--- config.mk ---
export PLATFORM = sky130hd
export DESIGN_NAME = sh13_cell
export DESIGN_NICKNAME = d
export VERILOG_FILES = /design/src/sh13_pkg.sv /design/src/sh13_cell.sv
export SDC_FILE = /design/constraint.sdc
export NUM_CORES = 1
export LEC_CHECK = 0
export BUFFER_PORTS_ARGS = -buffer_cell sky130_fd_sc_hd__buf_2
export CAP_MARGIN = 0
export CORE_AREA = 2 2 507 509
export DETAILED_ROUTE_END_ITERATION = 12
export DIE_AREA = 0 0 509 511
export PLACE_DENSITY = 0.3
export SETUP_SLACK_MARGIN = 0.5
export SLEW_MARGIN = 20
export SYNTH_ARGS = -nofsm -noshare
export SYNTH_HDL_FRONTEND = slang
export SYNTH_SLANG_ARGS = --single-unit
--- constraint.sdc ---
create_clock -name clk -period 54.5 [get_ports clk]
set_input_delay 5.45 -clock clk [delete_from_list [all_inputs] [get_ports clk]]
set_output_delay 5.45 -clock clk [all_outputs]
set_load 0.005 [all_outputs]
--- src/sh13_pkg.sv ---
package sh13_pkg;

  localparam int LANE_W       = 64;
  localparam int WORD_COUNT   = 6;
  localparam int FINAL_ROUNDS = 3;
  // two half-round cells per SipRound
  localparam int NUM_STAGES   = 2 * (WORD_COUNT + FINAL_ROUNDS);

  typedef logic [LANE_W-1:0] lane_word_t;

  typedef struct packed {
    lane_word_t a;
    lane_word_t b;
    lane_word_t c;
    lane_word_t d;
  } lanes_t;

  typedef logic [WORD_COUNT-1:0][LANE_W-1:0] words_t;

  localparam lane_word_t LANE_INIT0 = 64'h736f6d6570736575;
  localparam lane_word_t LANE_INIT1 = 64'h646f72616e646f6d;
  localparam lane_word_t LANE_INIT2 = 64'h6c7967656e657261;
  localparam lane_word_t LANE_INIT3 = 64'h7465646279746573;
  localparam lane_word_t FINAL_MARK = 64'h00000000000000ff;

  // rotate left by a constant amount
  function automatic lane_word_t rotl(input lane_word_t x, input int r);
    rotl = (x << r) | (x >> (LANE_W - r));
  endfunction

endpackage

--- src/sh13_cell.sv ---
module sh13_cell
  import sh13_pkg::*;
#(
  parameter int STAGE = 0
) (
  input  logic   clk,
  input  logic   rst_n,
  input  logic   in_valid,
  output logic   in_ready,
  input  lanes_t lanes_in,
  input  words_t words_in,
  output logic   out_valid,
  input  logic   out_ready,
  output lanes_t lanes_out,
  output words_t words_out
);

  localparam int ROUND  = STAGE / 2;
  localparam int HALF   = STAGE % 2;
  localparam bit ABSORB = (ROUND < WORD_COUNT);
  localparam bit MARK   = (ROUND == WORD_COUNT) && (HALF == 0);
  localparam int WIDX   = ABSORB ? ROUND : 0;

  logic   valid_r;
  lanes_t lanes_r;
  words_t words_r;
  lanes_t pre;
  lanes_t lanes_nxt;

  always_comb begin
    pre = lanes_in;
    if (ABSORB && HALF == 0) begin
      pre.d = pre.d ^ words_in[WIDX];
    end
    if (MARK) begin
      pre.c = pre.c ^ FINAL_MARK;
    end
    lanes_nxt = pre;
    if (HALF == 0) begin
      // a += b; b = rotl13 ^ a; a = rotl32; c += d; d = rotl16 ^ c
      lanes_nxt.a = rotl(pre.a + pre.b, 32);
      lanes_nxt.b = rotl(pre.b, 13) ^ (pre.a + pre.b);
      lanes_nxt.c = pre.c + pre.d;
      lanes_nxt.d = rotl(pre.d, 16) ^ (pre.c + pre.d);
    end else begin
      // a += d; d = rotl21 ^ a; c += b; b = rotl17 ^ c; c = rotl32
      lanes_nxt.a = pre.a + pre.d;
      lanes_nxt.d = rotl(pre.d, 21) ^ (pre.a + pre.d);
      lanes_nxt.c = rotl(pre.c + pre.b, 32);
      lanes_nxt.b = rotl(pre.b, 17) ^ (pre.c + pre.b);
      if (ABSORB) begin
        lanes_nxt.a = lanes_nxt.a ^ words_in[WIDX];
      end
    end
  end

  assign in_ready = !valid_r || out_ready;

  always_ff @(posedge clk) begin
    if (!rst_n) begin
      valid_r <= 1'b0;
    end else if (in_ready) begin
      valid_r <= in_valid;
    end
  end

  always_ff @(posedge clk) begin
    if (in_ready && in_valid) begin
      lanes_r <= lanes_nxt;
      words_r <= words_in;
    end
  end

  assign out_valid = valid_r;
  assign lanes_out = lanes_r;
  assign words_out = words_r;

endmodule

==> flow_metrics.env, run 1 <==
export IMPL_grt_pass1_vias=24600
export IMPL_cp_slowest_stage_delay_ps=160
export IMPL_min_from="out_valid$_SDFFE_PN0N_"
export IMPL_crit_path_frequent_cell="buf_2"
export IMPL_fp_dieArea_sq_um=260000
export IMPL_setup_viol_count_final=0
export IMPL_cts_resized=0
export IMPL_routed_wl_mm=197
export IMPL_ys_types=81
export IMPL_h_tree_depth=3
export IMPL_synthesis_nets=2821
export IMPL_fp_dieW_um=509
export IMPL_routabilityCongestion=0.899
export IMPL_cts_hold_buf=0
export IMPL_status="finished clean"
export IMPL_max_slew_worst_pin_slew_ps=1190
export IMPL_grt_overflow=0
export IMPL_rows=186
export IMPL_arrival_ps=5840
export IMPL_synth_seq_area_share_pct=65.7
export IMPL_synth_top_family_by_area="compound AO/OA/AOI/OAI gates"
export IMPL_drive_gt1_share_pct=42.6
export IMPL_crit_slowest_cell="nand2b_1"
export IMPL_worst_r2r_endpoint="words_out[144]$_DFFE_PP_"
export IMPL_hold_viol=0
export IMPL_post_route_drc_count=0
export IMPL_num_nets_final=4140
export IMPL_required_ps=49050
export IMPL_pre_cts_slack_ps=43210
export IMPL_synthXorXnorAreaFrac_pct=10.1
export IMPL_avgViaCountPerCell=3.46
export IMPL_critical_path_startpoint="out_ready"
export IMPL_crit_cells=3
export IMPL_cts_sinks=641
export IMPL_critPathKind="input port to primary output"
export IMPL_cts_root_buffer="clkbuf_16"
export IMPL_synthFlopType="edfxtp_1"
export IMPL_route_met3_wl_mm=18.3
export IMPL_slew_headroom_pct=20.7
export IMPL_start_util_pct=11.5
export IMPL_seq_area_sq_um=19200
export IMPL_dr_total_vias=23700
export IMPL_p_leak_nw=17.2
export IMPL_antenna_found_initial=129
export IMPL_postRouteAntennaNets=0
export IMPL_area_delta_synth_final_pct=46.3
export IMPL_io_pin_count=1286
export IMPL_period_share_pct=20.7
export IMPL_crit_chain="buf_2 -> nand2b_1 -> buf_2"
export IMPL_synth_simple_area_share_pct=6.13
export IMPL_coreArea_sq_um=255000
export IMPL_ys_warn_count=0
export IMPL_clk_latency_ps=730
export IMPL_ys_ff_latch=641
export IMPL_start_kind="input port"
export IMPL_place_hpwl_mm=169
export IMPL_cp_top_family="buffers and inverters"
export IMPL_max_freq_mhz=88.5
export IMPL_port_buffers=1285
export IMPL_drt_first_iter_violations=1514
export IMPL_rsz0062_at_grt="false"
export IMPL_n_fill_cell=28500
export IMPL_clock_path_buffers=3
export IMPL_peakVddDrop_mv=0.0222
export IMPL_cts_tree="built"
export IMPL_reg2regPathDepth=6
export IMPL_power_density_nw_per_um2=37.6
export IMPL_timing_critical_path_buf_inv=2
export IMPL_postCtsSetupBuffers=0
export IMPL_finalSetupTns_ps=0
export IMPL_clkTransAtPathRegs_ps=50
export IMPL_yosys_area_share_adder_pct=5.82
export IMPL_grt_usage_pct=14.5
export IMPL_max_cap_violations=0
export IMPL_fin_crit_ps=11290
export IMPL_syn_inst=2042
export IMPL_grt_max_degree=115
export IMPL_synth_compound_area_share_pct=10.6
export IMPL_async_flop_share_pct=0
export IMPL_wl_met2_mm=104
export IMPL_multi_input_comb_area_sq_um=9610
export IMPL_muxShareOfSynthArea_pct=0.0342
export IMPL_highest_layer="met5"
export IMPL_grt_pass1_wl_mm=249
export IMPL_worst_slack_ps=43210
export IMPL_met1_length_mm=65.0
export IMPL_min_path_type="flip-flop to flip-flop"
export IMPL_syn_area_per_cell_sq_um=14.3
export IMPL_r2r_slack_ps=49560
export IMPL_reg2reg_from="out_valid$_SDFFE_PN0N_"
export IMPL_end_kind="primary output"
export IMPL_finalClockSkew_ps=33.7
export IMPL_slew_viol_final=0
export IMPL_cts_buffers=88
export IMPL_synth_edf_count=640
export IMPL_drtPass1Iterations=5
export IMPL_die_h_um=511
export IMPL_wire_per_inst_um=28.8
export IMPL_crit_end="in_ready"
export IMPL_crit_fanout=3
export IMPL_netlist_area_sq_um=29300
-- cells in the final DEF (no fill, tap or decap), types with 57 or more instances in the layout --
master / instances
buf_2: 1285
edfxtp_1: 640
xor2_1: 217
a21oi_1: 158
ha_1: 133
nand2_1: 101
xnor2_1: 92
clkbuf_16: 88
a21o_1: 81
o21ai_0: 79
nor2_1: 67
nand4_1: 57
-- worst min path at each step --
stage | slack (ps) | cells past startpoint | end
after detailed placement | 550 | 2 | out_valid$_SDFFE_PN0N_
after global placement | 560 | 2 | out_valid$_SDFFE_PN0N_
after CTS | 560 | 2 | out_valid$_SDFFE_PN0N_
final | 550 | 2 | out_valid$_SDFFE_PN0N_
after global routing | 610 | 2 | out_valid$_SDFFE_PN0N_
after floorplan | 540 | 2 | out_valid$_SDFFE_PN0N_
-- sequential cells by signal (all words and copies together), names as in the netlist --
| signal | flops |
|---|---|
| out_valid | 1 |
| lanes_out | 256 |
| words_out | 384 |
-- cells in the mapped netlist, types with 6 or more instances --
cell type	count	share of area (%)
nor2_1	67	0.86
o21ai_0	79	1.3
nor3_1	24	0.41
nor3b_1	6	0.15
o21bai_1	28	0.72
inv_1	33	0.42
buf_2	13	0.22
o21a_1	16	0.41
xnor2_1	93	2.8
a21oi_1	158	2.7
nor2b_1	12	0.26
o211ai_1	6	0.15
nand2_1	101	1.3
a21boi_0	6	0.15
nand4_1	57	1.2
xor2_1	219	6.5
xnor3_1	10	0.77
and3_1	12	0.26
clkbuf_1	48	0.61
a31oi_1	15	0.32
edfxtp_1	640	66
nand2b_1	10	0.21
nor4_1	8	0.17
ha_1	133	5.7
a211oi_1	14	0.36
nand3_1	26	0.44
a21o_1	81	2.1
and2_1	14	0.30
-- worst min-delay path, delay by kind of cell (launching register included) --
family	cells	cell delay, ps
and+or+nand+nor	1	110
AOI/OAI and AO/OA	1	90
DFF	1	310
-- where the power goes --
group,switching [mW],internal (mW),total (mW)
registers,0.0190,0.618,0.637
logic,0.236,0.121,0.357
clock network,0.258,0.359,0.617
-- logic make-up (layout without fill, tap and decap cells) --
kind of cell,count (synthesis),after routing
flops,641,641
fa+ha+maj,135,135
mux,1,1
buf+inv,107,1497
simple gates,358,358
xor+xnor,322,322
other cells,0,36
compound gates,478,478
-- per-stage QoR --
step | cells | util (%) | hold slack (ps) | area (sq um) | power [mW]
2_1_floorplan | 2042 | - | 537 | 29300 | 0.812
3_3_place_gp | 6655 | 15.6 | 558 | 39800 | 1.02
3_5_place_dp | 6655 | 15.6 | 546 | 39800 | 1.02
4_1_cts | 6816 | 16.7 | 559 | 42800 | 1.66
5_1_grt | 6824 | 16.8 | 612 | 42800 | 1.69
6_report | 6852 | 16.8 | 554 | 42800 | 1.61
-- area by class of cell --
type	count	area share, %
Antenna cell	36	0.210
Clock buffer	108	5.36
Clock inverter	53	1.58
Inverter	33	0.289
Multi-Input combinational cell	1294	22.4
Sequential cell	641	44.9
Tap cell	3384	9.88
Timing Repair Buffer	1303	15.4
-- per-layer routing --
metal	vias up	global-route usage (%)
li1	10500	-
met1	11600	13.8
met2	1165	27.3
met3	378	5.90
met4	102	5.95
met5	-	0
Power figures use the tool's default switching activity.
==> run 2: changes to the inputs <==
--- a/config.mk
+++ b/config.mk
@@ -5,12 +5,13 @@
 export SDC_FILE = /design/constraint.sdc
 export NUM_CORES = 1
 export LEC_CHECK = 0
+export ABC_AREA = 1
 export BUFFER_PORTS_ARGS = -buffer_cell sky130_fd_sc_hd__buf_2
 export CAP_MARGIN = 0
-export CORE_AREA = 2 2 507 509
+export CORE_AREA = 2 2 502 504
 export DETAILED_ROUTE_END_ITERATION = 12
-export DIE_AREA = 0 0 509 511
-export PLACE_DENSITY = 0.3
+export DIE_AREA = 0 0 504 506
+export PLACE_DENSITY = 0.33
 export SETUP_SLACK_MARGIN = 0.5
 export SLEW_MARGIN = 20
 export SYNTH_ARGS = -nofsm -noshare
==> constraint.sdc (replaced) <==
create_clock -name clk -period 11 [get_ports clk]
set_input_delay 1.1 -clock clk [delete_from_list [all_inputs] [get_ports clk]]
set_output_delay 1.1 -clock clk [all_outputs]
set_load 0.005 [all_outputs]
==> run 2 against run 1 <==
Against the previous run:
- utilization increased by 2.4 points
- synthesized area increased by 17%
- clock skew increased by 16 ps
- global-route usage increased by 2.0 points
- largest cell class unchanged
- worst setup slack got worse by 36000 ps
- non-clock buffer count decreased by 4
- critical path type is now input port to flip-flop
- wire length increased by 11%
- final area increased by 12%
- register-to-register slack got worse by 42000 ps
- total power increased to 5.0 times the previous value
- cell count increased by 25%
==> flow_metrics.env, run 2 <==
export IMPL_status="finished clean"
export IMPL_crit_fanout=4
export IMPL_wire_per_inst_um=25.5
export IMPL_p_total_mw=8.10
export IMPL_num_nets_final=5902
export IMPL_slew_headroom_pct=32.6
export IMPL_clock_power_share_pct=37.2
export IMPL_syn_area_per_cell_sq_um=9.16
export IMPL_pwr_share_seq_pct=38.8
export IMPL_required_ps=11500
export IMPL_cts_hold_buf=0
export IMPL_p_leak_nw=23.4
export IMPL_antenna_found_initial=145
export IMPL_pre_cts_slack_ps=6380
export IMPL_finish_utilization_pct=19.2
export IMPL_cts_tree="built"
export IMPL_clock_path_buffers=3
export IMPL_slew_viol_final=0
export IMPL_min_from="words_in[83]"
export IMPL_layout_commonest_cell="nand2_1"
export IMPL_hold_slack_ps=525
export IMPL_synth_simple_area_share_pct=23.0
export IMPL_dpl_cell_area_sq_um=45000
export IMPL_hold_viol=0
export IMPL_ys_types=30
export IMPL_arrival_ps=4260
export IMPL_finalClockSkew_ps=49.7
export IMPL_setup_viol_count_final=0
export IMPL_syn_inst=3734
export IMPL_synthesis_nets=4513
export IMPL_fp_dieArea_sq_um=255000
export IMPL_io_pin_count=1286
export IMPL_netlist_area_sq_um=34200
export IMPL_port_buffers=1285
export IMPL_synth_top_area_share_pct=56.2
export IMPL_min_delay_worst_endpoint="words_out[83]$_DFFE_PP_"
export IMPL_grt_pass1_vias=31100
export IMPL_synth_top_family_by_area="simple AND/OR/NAND/NOR gates"
export IMPL_drt_first_iter_violations=1903
export IMPL_cts_buffers=90
export IMPL_routabilityCongestion=0.940
export IMPL_peakVddDrop_mv=0.110
export IMPL_synthFlopType="edfxtp_1"
export IMPL_n_fill_cell=28200
export IMPL_largest_reg_flops=384
export IMPL_coreArea_sq_um=250000
export IMPL_design_area_sq_um=48100
export IMPL_reg2reg_from="out_valid$_SDFFE_PN0N_"
export IMPL_place_hpwl_mm=191
export IMPL_synth_most_common_cell="nand2_1"
export IMPL_area_delta_synth_final_pct=40.5
export IMPL_post_route_drc_count=0
export IMPL_postCtsSetupBuffers=0
export IMPL_synthXorXnorAreaFrac_pct=6.18
export IMPL_max_cap_violations=0
export IMPL_synth_seq_area_share_pct=56.2
export IMPL_worst_r2r_endpoint="lanes_out[36]$_DFFE_PP_"
export IMPL_grt_max_degree=135
export IMPL_synthTopCellsByCount="nand2_1, inv_1, edfxtp_1, nand3_1, nor2_1"
export IMPL_ys_warn_count=0
export IMPL_clkTransAtPathRegs_ps=60
export IMPL_h_tree_depth=3
export IMPL_worst_slack_ps=7240
export IMPL_postRouteAntennaNets=0
export IMPL_layout_common_cells="nand2_1, buf_2, inv_1, edfxtp_1, nand3_1"
export IMPL_synth_compound_area_share_pct=1.31
export IMPL_synth_area_leaders="edfxtp_1, nand2_1, inv_1"
export IMPL_power_density_nw_per_um2=169
export IMPL_fin_crit_ps=3760
export IMPL_clk_latency_ps=750
export IMPL_critPathKind="input port to flip-flop"
export IMPL_rsz0062_at_grt="false"
export IMPL_async_flop_share_pct=0
export IMPL_drtPass1Iterations=5
export IMPL_period_share_pct=34.2
export IMPL_start_kind="input port"
export IMPL_synth_edf_count=640
export IMPL_die_h_um=506
export IMPL_fp_dieW_um=504
export IMPL_routed_wl_mm=219
export IMPL_avgViaCountPerCell=3.58
export IMPL_min_path_type="input port to flip-flop"
export IMPL_grt_pass1_wl_mm=284
export IMPL_grt_usage_pct=16.6
export IMPL_dr_total_vias=30700
export IMPL_end_kind="flip-flop"
export IMPL_pwr_share_comb_pct=24.0
export IMPL_cts_resized=0
export IMPL_grt_overflow=0
export IMPL_rows=184
export IMPL_max_freq_mhz=266
export IMPL_start_util_pct=13.7
export IMPL_ys_ff_latch=641
export IMPL_power_internal_mw=5.35
export IMPL_min_path_cells=1
export IMPL_drive_gt1_share_pct=29.8
export IMPL_muxShareOfSynthArea_pct=0
export IMPL_switchingPower_mw=2.75
export IMPL_cts_sinks=641
export IMPL_reg2regPathDepth=4
export IMPL_cts_root_buffer="clkbuf_16"
export IMPL_synth_top_area_cell="edfxtp_1"
export IMPL_max_slew_worst_pin_slew_ps=1010
export IMPL_r2r_slack_ps=8030
export IMPL_yosys_area_share_adder_pct=4.98
export IMPL_switching_share_pct=34.0
==> run 2: power groups by stage <==
| stage | sequential (mW) | clock (mW) | combinational (mW) |
|---|---|---|---|
| finish | 3.14 | 3.02 | 1.95 |
| global route | 3.16 | 3.24 | 2.14 |
| CTS | 3.15 | 3.16 | 2.02 |
| detailed placement | 3.20 | 0 | 2.01 |
| global placement | 3.20 | 0 | 2.02 |
| floorplan | 3.22 | 0 | 0.871 |
==> run 2: stage by stage <==
stage	cells	TNS [ps]
floorplan	3734	-649970
global route	8551	0
global placement	8379	0
CTS	8546	0
detailed placement	8379	0
finish	8583	0
==> run 2: cell families after synthesis <==
logic type	after synthesis
fa+ha+maj	135
xor+xnor	202
buf+inv	758
compound gates	87
simple gates	1911
flops	641
==> run 2: worst max path at each step <==
stage | start | endpoint
floorplan | out_ready | lanes_out[0]$_DFFE_PP_
global placement | words_in[9] | lanes_out[26]$_DFFE_PP_
detailed placement | words_in[9] | lanes_out[26]$_DFFE_PP_
CTS | words_in[9] | lanes_out[26]$_DFFE_PP_
global route | words_in[9] | lanes_out[26]$_DFFE_PP_
finish | words_in[9] | lanes_out[26]$_DFFE_PP_
==> run 2: routing by layer <==
layer	vias up	track usage [%]	share of wire, %
met5	-	0	0.30
met2	1198	31.5	53
met3	306	6.20	8.8
met4	106	4.08	2.6
met1	14500	17.0	35
li1	14600	-	-
==> run 2: area by class of cell <==
class	instances	area [sq um]	area share, %
clock inverter	64	676	1.41
inverter	756	2840	5.91
tap	3348	4190	8.71
multi-input combinational	2335	12200	25.3
timing repair buffer	1299	6590	13.7
antenna	37	92.6	0.193
sequential	641	19200	40.0
clock buffer	103	2300	4.79
==> run 2: worst max-delay path, cell delays in order <==
cell	delay, ps
buf_2	110
xnor2_1	710
inv_1	140
ha_1	370
nand2_1	150
inv_1	50
nand2_1	60
nand2_1	80
inv_1	60
nand3_1	260
nand3_1	170
nand2_1	220
xnor2_1	460
clkinv_1	170
nand2_1	80
nand2_1	40
==> run 3: changes to the inputs <==
==> constraint.sdc (replaced) <==
create_clock -name clk -period 3.31 [get_ports clk]
set_input_delay 0.331 -clock clk [delete_from_list [all_inputs] [get_ports clk]]
set_output_delay 0.331 -clock clk [all_outputs]
set_load 0.005 [all_outputs]
==> run 3 against run 2 <==
Against the previous run:
- wire length increased by 0.90%
- first-iteration DRC count increased by 6.1%
- sequential share of layout area decreased by 4.8 points
- critical path depth increased by 1
- utilization increased by 2.6 points
- worst setup slack got worse by 6700 ps
==> flow_metrics.env, run 3 (synthesis results as in run 2) <==
export IMPL_status="finished clean"
export IMPL_postRouteAntennaNets=0
export IMPL_routed_wl_mm=221
export IMPL_rsz0062_at_grt="true"
export IMPL_rows=184
export IMPL_post_route_drc_count=0
export IMPL_n_fill_cell=28000
export IMPL_cts_tree="built"
export IMPL_dr_total_vias=33200
export IMPL_port_buffers=1285
export IMPL_max_cap_violations=0
export IMPL_final_cells=9264
export IMPL_grt_pass1_wl_mm=293
export IMPL_grt_max_degree=91
export IMPL_grt_usage_pct=16.8
export IMPL_slew_headroom_pct=24.4
export IMPL_crit_fanout=3
export IMPL_cts_buffers=89
export IMPL_slew_viol_final=0
export IMPL_max_slew_worst_pin_slew_ps=1130
export IMPL_coreArea_sq_um=250000
export IMPL_worst_r2r_endpoint="words_out[189]$_DFFE_PP_"
export IMPL_finalClockSkew_ps=32.9
export IMPL_grt_pass1_vias=34300
export IMPL_min_delay_worst_endpoint="lanes_out[224]$_DFFE_PP_"
export IMPL_fin_crit_ps=2720
export IMPL_hold_viol=0
export IMPL_drt_first_iter_violations=2019
export IMPL_largest_reg_flops=384
export IMPL_drtPass1Iterations=5
export IMPL_min_path_type="input port to flip-flop"
export IMPL_antenna_found_initial=99
export IMPL_area_delta_synth_final_pct=59.7
export IMPL_power_density_nw_per_um2=512
export IMPL_avgViaCountPerCell=3.59
export IMPL_reg2regPathDepth=4
export IMPL_arrival_ps=3200
export IMPL_period_share_pct=82.2
export IMPL_die_h_um=506
export IMPL_clkTransAtPathRegs_ps=60
export IMPL_cts_sinks=641
export IMPL_min_from="lanes_in[192]"
export IMPL_fp_dieArea_sq_um=255000
export IMPL_critPathKind="input port to flip-flop"
export IMPL_min_path_cells=2
export IMPL_dp_cells=8619
export IMPL_clock_path_buffers=3
export IMPL_fp_dieW_um=504
export IMPL_grt_overflow=0
export IMPL_clk_latency_ps=750
export IMPL_routabilityCongestion=0.927
export IMPL_required_ps=3790
export IMPL_peakVddDrop_mv=0.378
export IMPL_max_freq_mhz=368
export IMPL_cts_root_buffer="clkbuf_16"
export IMPL_layout_commonest_cell="nand2_1"
export IMPL_wire_per_inst_um=23.8
export IMPL_r2r_slack_ps=1390
export IMPL_h_tree_depth=3
export IMPL_end_kind="flip-flop"
export IMPL_num_nets_final=6591
export IMPL_place_hpwl_mm=191
export IMPL_p_leak_nw=26.5
export IMPL_reg2reg_from="out_valid$_SDFFE_PN0N_"
export IMPL_multi_input_comb_area_sq_um=12400
export IMPL_seq_area_sq_um=19200
export IMPL_io_pin_count=1286
export IMPL_setup_viol_count_final=0
export IMPL_drive_gt1_share_pct=31.1
export IMPL_start_kind="input port"
export IMPL_p_total_mw=28.0
export IMPL_start_util_pct=13.7
export IMPL_layout_common_cells="nand2_1, buf_2, inv_1, edfxtp_1, dlygate4sd3_1"
## run 3: changes by cell type in the layout (fill, tap and decap cells not counted), sizes merged
| cell | change |
|---|---|
| clkinv | -10 |
| buf | +241 |
| bufinv | -1 |
| dlygate4sd3 | +449 |
| clkbuf | +2 |
| inv | +6 |
| diode | -8 |
| clkinvlp | +2 |
## run 3: worst max path at each step
| stage | startpoint | end | slack, ps | cells after the start |
|---|---|---|---|---|
| floorplan | out_valid$_SDFFE_PN0N_ | lanes_out[0]$_DFFE_PP_ | -8230 | 1 |
| global placement | words_in[52] | lanes_out[117]$_DFFE_PP_ | -220 | 14 |
| detailed placement | words_in[52] | lanes_out[58]$_DFFE_PP_ | -190 | 13 |
| CTS | words_in[57] | lanes_out[58]$_DFFE_PP_ | 500 | 15 |
| global route | lanes_in[6] | lanes_out[31]$_DFFE_PP_ | 480 | 18 |
| finish | words_in[30] | lanes_out[58]$_DFFE_PP_ | 590 | 17 |
## run 3: per-layer routing
layer,global-route usage (%),vias to the layer above,wire length (um)
met1,18.4,15800,84500
li1,-,15900,-
met3,4.84,271,14900
met5,0,-,505
met4,4.06,78,5980
met2,31.4,1168,115000
## run 3: critical path: stages
cell and delay [ps]:
dlygate4sd3_1 550, buf_2 200, xnor2_2 200, inv_1 130
ha_1 380, nand2_1 190, inv_1 80, nand2_1 110
inv_1 50, nand2_1 60, nand2_1 70, nand2_1 70
nand2_1 230, a21oi_4 270, nand3_1 120, nand3_1 100
nand2_1 50
## run 3: repair_timing
action	4_1_cts	5_1_grt
gates resized for setup	0	52
endpoints found under the hold margin	448	0
endpoints found under the setup margin	0	80
hold buffers	449	0
setup buffers	0	1
## run 3: final cells by class
cell class	count	share of cell area [%]
sequential	641	35.2
timing repair buffer	1989	23.8
multi-input combinational	2335	22.7
tap	3348	7.66
inverter	756	5.19
clock buffer	105	4.18
clock inverter	61	1.18
antenna	29	0.133
## run 3: power breakdown
| group | internal, mW | total [mW] | switching, mW |
|---|---|---|---|
| logic | 2.92 | 7.56 | 4.64 |
| clock network | 5.57 | 9.93 | 4.35 |
| registers | 10.1 | 10.5 | 0.431 |
| total | 18.6 | 28.0 | 9.42 |
## run 3: through the flow
| step | worst slack, ps | instance area [sq um] | util, % | TNS [ps] | hold WS (ps) |
|---|---|---|---|---|---|
| after floorplan | -8230 | 34200 | - | -5265510 | 430 |
| after global placement | -223 | 46900 | 18.8 | -2280 | 507 |
| after detailed placement | -191 | 46900 | 18.8 | -2160 | 509 |
| after CTS | 502 | 54300 | 21.7 | 0 | 7.43 |
| after global routing | 479 | 54600 | 21.8 | 0 | 33.3 |
| final | 589 | 54700 | 21.9 | 0 | 81.1 |
